<file path="src/rtl/core/xsru_pkg.sv">
// Shared types, constants and helpers for the xorshift64* random unit.
`default_nettype none
package xsru_pkg;

    localparam logic [63:0] SEED_XOR     = 64'h0000_0005_DEEC_E66D;
    localparam logic [63:0] SCRAMBLE_MUL = 64'h2545_F491_4F6C_DD1D;

    localparam int WORD_W = 64;
    localparam int NUM_W  = 33;

    localparam logic [2:0] FUNC_RAW   = 3'd0;
    localparam logic [2:0] FUNC_BOUND = 3'd1;
    localparam logic [2:0] FUNC_RANGE = 3'd2;
    localparam logic [2:0] FUNC_FRAC  = 3'd3;
    localparam logic [2:0] FUNC_BOOL  = 3'd4;

    typedef enum logic [2:0] {
        S_IDLE,
        S_MUL,
        S_DSTART,
        S_DIV,
        S_OUT
    } t_state;

    // One xorshift64 step.
    function automatic logic [63:0] xs_advance(input logic [63:0] s_in);
        logic [63:0] s;
        s = s_in;
        s = s ^ (s >> 12);
        s = s ^ (s << 25);
        s = s ^ (s >> 27);
        return s;
    endfunction

endpackage
`default_nettype wire

</file>
<file path="src/rtl/core/xsru_divider.sv">
// Radix-2 restoring divider: remainder of a 64-bit word by a 33-bit divisor.
`default_nettype none
module xsru_divider
    import xsru_pkg::*;
(
    input  wire logic               i_clk,
    input  wire logic               i_rst_n,
    input  wire logic               i_start,
    input  wire logic [WORD_W-1:0]  i_dividend,
    input  wire logic [NUM_W-1:0]   i_divisor,
    output logic                    o_done,
    output logic [NUM_W-1:0]        o_rem
);

    logic              r_busy, n_busy;
    logic              r_done, n_done;
    logic [5:0]        r_cnt, n_cnt;
    logic [WORD_W-1:0] r_quo, n_quo;
    logic [NUM_W-1:0]  r_rem, n_rem;
    logic [NUM_W-1:0]  r_dsr, n_dsr;

    logic [NUM_W:0]    shifted;
    logic [NUM_W+1:0]  diff;

    always_ff @(posedge i_clk) begin
        if (!i_rst_n) begin
            r_busy <= 1'b0;
            r_done <= 1'b0;
            r_cnt  <= '0;
        end else begin
            r_busy <= n_busy;
            r_done <= n_done;
            r_cnt  <= n_cnt;
        end
        r_quo <= n_quo;
        r_rem <= n_rem;
        r_dsr <= n_dsr;
    end

    always_comb begin
        shifted = {r_rem, r_quo[WORD_W-1]};
        diff    = {1'b0, shifted} - {2'b00, r_dsr};
        n_busy  = r_busy;
        n_done  = 1'b0;
        n_cnt   = r_cnt;
        n_quo   = r_quo;
        n_rem   = r_rem;
        n_dsr   = r_dsr;
        if (i_start) begin
            n_busy = 1'b1;
            n_cnt  = '0;
            n_quo  = i_dividend;
            n_rem  = '0;
            n_dsr  = i_divisor;
        end else if (r_busy) begin
            n_quo = {r_quo[WORD_W-2:0], 1'b0};
            // remainder stays below the divisor, so it fits NUM_W bits
            n_rem = diff[NUM_W+1] ? shifted[NUM_W-1:0] : diff[NUM_W-1:0];
            n_cnt = r_cnt + 6'd1;
            if (r_cnt == 6'd63) begin
                n_busy = 1'b0;
                n_done = 1'b1;
            end
        end
    end

    assign o_done = r_done;
    assign o_rem  = r_rem;

endmodule
`default_nettype wire

</file>
<file path="src/rtl/core/xorshift64_star_random_unit.sv">
// Raw, fraction and boolean draws pass from the input beat through the S_MUL steps to the result.
// Bounded and range draws also pass through the shared radix-2 divider before the result.
// Draws that do not advance the state answer in the cycle after the input beat. One request at a time:
// the next input beat can come the cycle after the result beat.
// The 64x64 scramble is three passes through one shared 32x32 multiplier.
// Synchronous active-low reset: state = 0x5DEECE66D (seed 0), block idle.
`default_nettype none
module xorshift64_star_random_unit
    import xsru_pkg::*;
(
    input  wire logic               i_clk,
    input  wire logic               i_rst_n,
    input  wire logic               i_cfg_we,
    input  wire logic [63:0]        i_cfg_wdata,
    input  wire logic               i_in_valid,
    output logic                    o_in_ready,
    input  wire logic [2:0]         i_func,
    input  wire logic [31:0]        i_lower,
    input  wire logic [32:0]        i_upper,
    input  wire logic [32:0]        i_probability,
    output logic                    o_out_valid,
    input  wire logic               i_out_ready,
    output logic [63:0]             o_random_word,
    output logic [32:0]             o_number,
    output logic                    o_hit,
    output logic                    o_advanced
);

    t_state            r_state, n_state;
    logic [63:0]       r_gen, n_gen;
    logic [2:0]        r_func, n_func;
    logic [31:0]       r_lower, n_lower;
    logic [NUM_W-1:0]  r_divisor, n_divisor;
    logic [32:0]       r_prob, n_prob;
    logic [63:0]       r_word, n_word;
    logic [63:0]       r_prod, n_prod;
    logic [1:0]        r_mcnt, n_mcnt;
    logic [NUM_W-1:0]  r_number, n_number;
    logic              r_hit, n_hit;
    logic              r_adv, n_adv;

    logic              in_beat;
    logic              range_empty;
    logic [NUM_W-1:0]  span;
    logic [31:0]       mul_a, mul_b;
    logic [63:0]       mul_p;
    logic [63:0]       word_fin;
    logic              div_start;
    logic              div_done;
    logic [NUM_W-1:0]  div_rem;

    xsru_divider u_div (
        .i_clk      (i_clk),
        .i_rst_n    (i_rst_n),
        .i_start    (div_start),
        .i_dividend (r_word),
        .i_divisor  (r_divisor),
        .o_done     (div_done),
        .o_rem      (div_rem)
    );

    always_ff @(posedge i_clk) begin
        if (!i_rst_n) begin
            r_state <= S_IDLE;
            r_gen   <= SEED_XOR;
            r_mcnt  <= '0;
        end else begin
            r_state <= n_state;
            r_gen   <= n_gen;
            r_mcnt  <= n_mcnt;
        end
        r_func    <= n_func;
        r_lower   <= n_lower;
        r_divisor <= n_divisor;
        r_prob    <= n_prob;
        r_word    <= n_word;
        r_prod    <= n_prod;
        r_number  <= n_number;
        r_hit     <= n_hit;
        r_adv     <= n_adv;
    end

    // low 64 bits of gen * MUL = aL*bL + ((aL*bH + aH*bL) << 32)
    always_comb begin
        case (r_mcnt)
            2'd1: begin
                mul_a = r_gen[31:0];
                mul_b = SCRAMBLE_MUL[63:32];
            end
            2'd2: begin
                mul_a = r_gen[63:32];
                mul_b = SCRAMBLE_MUL[31:0];
            end
            default: begin
                mul_a = r_gen[31:0];
                mul_b = SCRAMBLE_MUL[31:0];
            end
        endcase
    end

    assign mul_p    = mul_a * mul_b;
    assign word_fin = r_word + {r_prod[31:0], 32'd0};

    assign in_beat     = i_in_valid && o_in_ready;
    assign range_empty = $signed({i_lower[31], i_lower}) >= $signed(i_upper);
    // a non-empty span is below 2^33, so 33-bit wraparound gives it exactly
    assign span        = i_upper - {i_lower[31], i_lower} + 33'd1;

    always_comb begin
        n_state   = r_state;
        n_gen     = r_gen;
        n_func    = r_func;
        n_lower   = r_lower;
        n_divisor = r_divisor;
        n_prob    = r_prob;
        n_word    = r_word;
        n_prod    = r_prod;
        n_mcnt    = r_mcnt;
        n_number  = r_number;
        n_hit     = r_hit;
        n_adv     = r_adv;
        div_start = 1'b0;

        case (r_state)
            S_IDLE: begin
                if (i_cfg_we) begin
                    n_gen = i_cfg_wdata ^ SEED_XOR;
                end
                if (in_beat) begin
                    n_func   = i_func;
                    n_lower  = i_lower;
                    n_prob   = i_probability;
                    n_word   = '0;
                    n_number = '0;
                    n_hit    = 1'b0;
                    n_adv    = 1'b0;
                    n_mcnt   = '0;
                    n_divisor = (i_func == FUNC_BOUND) ? {1'b0, i_upper[31:0]}
                                                       : span;
                    case (i_func)
                        FUNC_RAW, FUNC_FRAC, FUNC_BOOL: begin
                            n_gen   = xs_advance(r_gen);
                            n_adv   = 1'b1;
                            n_state = S_MUL;
                        end
                        FUNC_BOUND: begin
                            if (i_upper[31:0] == 32'd0) begin
                                n_state = S_OUT;
                            end else begin
                                n_gen   = xs_advance(r_gen);
                                n_adv   = 1'b1;
                                n_state = S_MUL;
                            end
                        end
                        FUNC_RANGE: begin
                            if (range_empty) begin
                                n_number = {i_lower[31], i_lower};
                                n_state  = S_OUT;
                            end else begin
                                n_gen   = xs_advance(r_gen);
                                n_adv   = 1'b1;
                                n_state = S_MUL;
                            end
                        end
                        default: begin
                            n_state = S_OUT;
                        end
                    endcase
                end
            end

            S_MUL: begin
                n_prod = mul_p;
                n_mcnt = r_mcnt + 2'd1;
                case (r_mcnt)
                    2'd0: ;
                    2'd1: n_word = r_word + r_prod;
                    2'd2: n_word = word_fin;
                    default: begin
                        n_word = word_fin;
                        if (r_func == FUNC_BOUND || r_func == FUNC_RANGE) begin
                            n_state = S_DSTART;
                        end else begin
                            if (r_func != FUNC_RAW) begin
                                n_number = {1'b0, word_fin[31:0]};
                            end
                            if (r_func == FUNC_BOOL) begin
                                n_hit = {1'b0, word_fin[31:0]} < r_prob;
                            end
                            n_state = S_OUT;
                        end
                    end
                endcase
            end

            S_DSTART: begin
                div_start = 1'b1;
                n_state   = S_DIV;
            end

            S_DIV: begin
                if (div_done) begin
                    // range result lo + rem always lands in [lower, upper]
                    n_number = (r_func == FUNC_BOUND) ? div_rem
                             : ({r_lower[31], r_lower} + div_rem);
                    n_state  = S_OUT;
                end
            end

            S_OUT: begin
                if (i_out_ready) begin
                    n_state = S_IDLE;
                end
            end

            default: begin
                n_state = S_IDLE;
            end
        endcase
    end

    assign o_in_ready    = (r_state == S_IDLE);
    assign o_out_valid   = (r_state == S_OUT);
    assign o_random_word = r_word;
    assign o_number      = r_number;
    assign o_hit         = r_hit;
    assign o_advanced    = r_adv;

endmodule
`default_nettype wire
</file>
<file path="config.mk">
export PLATFORM = sky130hd
export DESIGN_NAME = xorshift64_star_random_unit
export DESIGN_NICKNAME = d
export VERILOG_FILES = /design/src/rtl/core/xsru_pkg.sv /design/src/rtl/core/xsru_divider.sv /design/src/rtl/core/xorshift64_star_random_unit.sv
export SDC_FILE = /design/constraint.sdc
export NUM_CORES = 2
export LEC_CHECK = 0
export BUFFER_PORTS_ARGS = -buffer_cell sky130_fd_sc_hd__buf_4
export CAP_MARGIN = 15
export CORE_ASPECT_RATIO = 0.7
export CORE_UTILIZATION = 33
export DETAILED_ROUTE_END_ITERATION = 7
export PLACE_DENSITY = 0.49
export SLEW_MARGIN = 25
export SYNTH_ARGS = -nofsm -noshare
export SYNTH_HDL_FRONTEND = slang
export SYNTH_HIERARCHICAL = 1
export SYNTH_SLANG_ARGS = --single-unit
</file>
<file path="constraint.sdc">
create_clock -name i_clk -period 24.2 [get_ports i_clk]
set_input_delay 2.42 -clock i_clk [delete_from_list [all_inputs] [get_ports i_clk]]
set_output_delay 2.42 -clock i_clk [all_outputs]
set_load 0.05 [all_outputs]
</file>
# After elaboration in Yosys (flattened, before gate mapping)

Cells that the tools add are included.

Latch bits: 0
Output and inout bits: 101
Word-level logic and storage cells: 125
Input bits: 170
Memories kept: 0
Memory bits (writable): 0
ROM bits: 0
Flip-flop bits (word level): 471

$lt $le $gt $ge: 2
Reductions and logical operators: 20
Shift operators: 0
Muxes and demuxes: 47
Divide/modulo/power cells: 0
Equal/unequal tests: 22
Multiply operators: 1
$add $sub $neg: 8
Bitwise gates (word level): 6

Operators by type and width:

| operator              | number |
|---|---|
| $mux 64               | 7 |
| $mux 33               | 9 |
| $pmux 64 s2           | 2 |
| $pmux 64 s3           | 1 |
| $add 64x64->64        | 2 |
| $pmux 33 s3           | 1 |
| $mul 32x32->64        | 1 |
| $mux 32               | 2 |
| $xor 64x37->64        | 1 |
| $xor 64x52->64        | 1 |
| $xor 64x64->64        | 1 |
| $sub 34x33->35        | 1 |
| $add 33x1->33 const B | 1 |
| $add 33x33->33        | 1 |
| $ge 32x33->1          | 1 |
| $lt 32x33->1          | 1 |
| $sub 33x33->33        | 1 |
| $logic_not 32->1      | 1 |
| $mux 31               | 1 |
| $not 23->23           | 1 |
| $mux 3                | 7 |
| $eq 3x2->1 const B    | 5 |
| $pmux 3 s5            | 1 |
| $mux 1                | 11 |
| 28 further kinds      | 45 |

# Longest topological paths before layout

Word-level depth: 6
Gate-level depth with buffers: 38
Gate-level depth less buffers: 35

# Cells and area by module

The synthesis kept the hierarchy.

By module, submodules not included:

| module                      | seq. area each (sq um) | cells each | area each (sq um) | times used |
|---|---|---|---|---|
| xorshift64_star_random_unit | 9,308.9                | 5,401      | 49,578.8          | 1 |
| xsru_divider                | 3,733.6                | 678        | 7,479.7           | 1 |

# Worst setup path before layout

Ideal clock, no wire load.

Kind: register to register
From: reg r_mcnt[0]
To: reg r_prod[61] (data pin)
Cell stages (with the launch flop): 35
Path buffers: 4
Period minus slack after synthesis: 9,535 ps
Slack: 14,665 ps
Library setup time: 264 ps
Required time: 23,936 ps
Arrival: 9,271 ps
Path through: dfxtp_1 > inv_1 > ha_1 > clkbuf_1 > buf_1 > buf_1 > clkbuf_1 > mux2i_1 > or2_2 > inv_1 > fa_1 > inv_1 > fa_1 > inv_1 > fa_1 > inv_1 > fa_1 > inv_1 > fa_1 > fa_1 > fa_1 > inv_1 > fa_1 > inv_1 > ha_1 > a21oi_1 > o21ai_0 > a221oi_1 > o21ai_0 > a211oi_1 > o21ai_0 > a2111oi_0 > o31ai_1 > a221oi_1 > xnor2_1

Cells in the longest elaborated chain, start to end: 3
Elaborated cells between the ends (all ways): 5
Classes of those cells: mul: 1; eq/ne: 2; mux: 2

Ends and longest elaborated chain:

| what                                     | line                               | source |
|---|---|---|
| start, declared                          | xorshift64_star_random_unit.sv:37  | `logic [1:0] r_mcnt, n_mcnt;` |
| start signal, assigned                   | xorshift64_star_random_unit.sv:70  | `r_mcnt <= n_mcnt;` |
| $eq 2x2->1 or $eq 2x1->1 (tied branches) | xorshift64_star_random_unit.sv:85  | `case (r_mcnt)` |
| $mux 32 or $mux 31 (tied branches)       | xorshift64_star_random_unit.sv:85  |  |
| $mul 32x32->64 (*)                       | xorshift64_star_random_unit.sv:101 | `assign mul_p = mul_a * mul_b;` |
| net mul_p[61]                            | xorshift64_star_random_unit.sv:46  | `logic [63:0] mul_p;` |
| end signal, assigned                     | xorshift64_star_random_unit.sv:77  | `r_prod <= n_prod;` |
| end, declared                            | xorshift64_star_random_unit.sv:36  | `logic [63:0] r_prod, n_prod;` |

Mark *: on every way through the listed nets, which the timed path passes. The rest lies on a longest branch.
A chain may end at the register's enable or synchronous reset.

# Worst setup path in the final report

Ends and elaborated chain as after synthesis.

==> flow_metrics.py <==
metrics = {
    "global_routing": {
        "grt_overflow": 0,
        "grt_pass1_wl_um": 303000,
        "grt_use_total": 0.237,
        "grt_antenna_before_repair": 19,
        "grt_pass1_vias": 43411,
        "grt_max_degree": 75,
    },
    "drt": {
        "vias": 44983,
        "antenna_left": 0,
        "drtIter0Drc": 4555,
        "first_pass_iters": 6,
        "viasPerCell": 5.25,
        "post_drt_wl_per_cell_um": 24.4,
        "wl_um": 209000,
        "drc": 0,
    },
    "clocking": {
        "clkLatencyLatePin_ns": 0.70,
        "cts_resized": 0,
        "cts_root_buf": "clkbuf_16",
        "clkTransAtPathRegs_ns": 0.07,
        "cts_max_path_buffers": 3,
        "post_cts_buffers": 0,
        "cts_tree": "yes",
        "cts_hold_buffers": 0,
        "cts_sinks": 471,
        "cts-htree-levels": 2,
        "numCtsBuffers": 56,
    },
    "synth": {
        "synthFlopType": "edfxtp_1",
        "avgSynthCellArea_um2": 9.39,
        "async_flop_share": 0,
        "synth.largest_area_cell": "fa_1",
        "synth_cell_types": 94,
        "synthCells": 6079,
        "yosysSeqAreaShare": 0.229,
        "synth.area.top_cells": "fa_1 (20%), edfxtp_1 (19%), ha_1 (15%), inv_1 (7.2%), dfxtp_1 (3.9%)",
        "syn_area_um2": 57100,
        "yosys-top-cells-count": "inv_1 (1087), ha_1 (701), fa_1 (557), nand2_1 (378), a21oi_1 (373)",
        "yosysWarnings": 6,
        "ys_seq_elements": 471,
        "synth_edf_count": 361,
        "synth_most_common_cell": "inv_1",
        "synth_top_area_share": 0.195,
    },
    "die": {
        "dieWidth_um": 499,
        "core_area_um2": 171000,
        "fp.dieH_um": 350,
        "start_util": 0.333,
        "io-pin-count": 271,
        "row_count": 127,
        "dieArea_um2": 175000,
    },
    "setup_path": {
        "slowest_stage": "a2111oi_0",
        "required_ns": 24.61,
        "crit_type": "reg -> reg",
        "cp_max_fo": 40,
        "start_kind": "register",
        "slowest_delay_ns": 0.72,
        "path_common_cell": "fa_1",
        "critPathTopFamily": "adder cells",
        "endpoint_kind": "register",
        "critPathBufInv": 6,
        "worstPathArrival_ns": 10.77,
    },
    "timing": {
        "slew_headroom": 0.263,
        "worst_slew_pin_slew_ns": 1.09,
        "hold_violations": 0,
        "period_share": 0.428,
        "slew_viol_final": 0,
        "fin_crit_ns": 10.36,
        "skew_ns": 0.0419,
        "rsz0062_at_grt": "no",
        "tns_ns": 0,
        "max_freq_mhz": 96.6,
        "setup_viol": 0,
    },
    "cells_and_area": {
        "drive_above_1_share": 0.0911,
        "seq_area_um2": 13000,
        "n_fill_cell": 17370,
        "syn_to_final_growth_pct": 11.8,
        "final_nets": 7686,
        "multi_input_area_um2": 39200,
    },
    "job": {
        "cap_viol_max_count": 0,
    },
    "run_status": {
        "run_status": "complete, no violations",
    },
    "placement": {
        "io_buffers": 270,
        "dpl.hpwl_um": 173000,
        "place.gp.congestion": 0.982,
    },
    "min_path": {
        "hold_path.class": "reg -> reg",
    },
}
final cells by class:
class	instances	share of cell area
repair buffers	326	0.0387
multi-input cells	4313	0.615
well taps	2257	0.0443
flip-flops and latches	471	0.205
inverters	1090	0.0642
diodes	1	0.0000392
clock inverters	43	0.0105
clock buffers	61	0.0223
cells by family (layout without fill, tap and decap cells):
logic type	after synthesis	in the layout	share of synthesized area
muxes	156	156	0.0290
xor gates and xnor gates	369	369	0.0566
DFF	471	471	0.229
buffers and inverters	1327	1520	0.0883
and+or+nand+nor	1229	1229	0.103
other	2	35	0.000132
AOI/OAI and AO/OA	1267	1267	0.145
adders and majority gates	1258	1258	0.349
worst paths after layout:
path                       from  depth (start not counted)              end  slack [ns]
hold reg to reg   r_divisor[12]                          0  u_div/r_dsr[12]        0.42
setup reg to reg      r_mcnt[0]                         31       r_prod[61]       13.84
hold / removal    r_divisor[12]                          0  u_div/r_dsr[12]        0.42
setup / recovery      r_mcnt[0]                         31       r_prod[61]       13.84
cells in the final DEF, fill, tap and decap left out, types with 76 or more instances in the layout:
cell and count:
a21o_1 185, o21ai_0 216, fa_1 557, xor2_1 118, mux2i_1 77, nor2_1 325, inv_1 1085, nand2_1 378
edfxtp_1 361, nand3_1 76, buf_4 325, nor3_1 81, xnor2_1 251, ha_1 699, a21oi_1 371, dfxtp_1 108
per-stage QoR:
stage	area [µm²]	hold slack (ns)	cells	worst slack, ns	util
final	63800	0.416	8562	13.84	0.372
after global routing	63800	0.426	8561	13.10	0.372
after CTS	63700	0.418	8560	13.41	0.372
after detailed placement	61600	0.405	8456	13.47	0.359
after global placement	61600	0.403	8456	13.65	0.359
after floorplan	57200	0.400	6111	14.67	-
flip-flops by register name (all words and copies together), names as in the netlist, 2 cells and up:
signal / count
u_div/r_cnt: 6
r_mcnt: 2
r_gen: 64
o_random_word: 64
r_prob: 33
u_div/o_rem: 33
r_prod: 64
u_div/r_quo: 64
r_func: 3
o_number: 33
u_div/r_dsr: 33
r_lower: 32
r_state: 3
r_divisor: 33
per-layer routing:
metal | part of all wire | wire length [µm] | track usage
met1 | 0.50 | 104000 | 0.369
met2 | 0.38 | 79900 | 0.314
met3 | 0.10 | 21800 | 0.0766
met4 | 0.015 | 3190 | 0.0385
met5 | 0 | 0 | 0
Power is left out: the tool's default activity adds up to more than one toggle a clock period on the data nets, which glitch-free logic cannot reach.
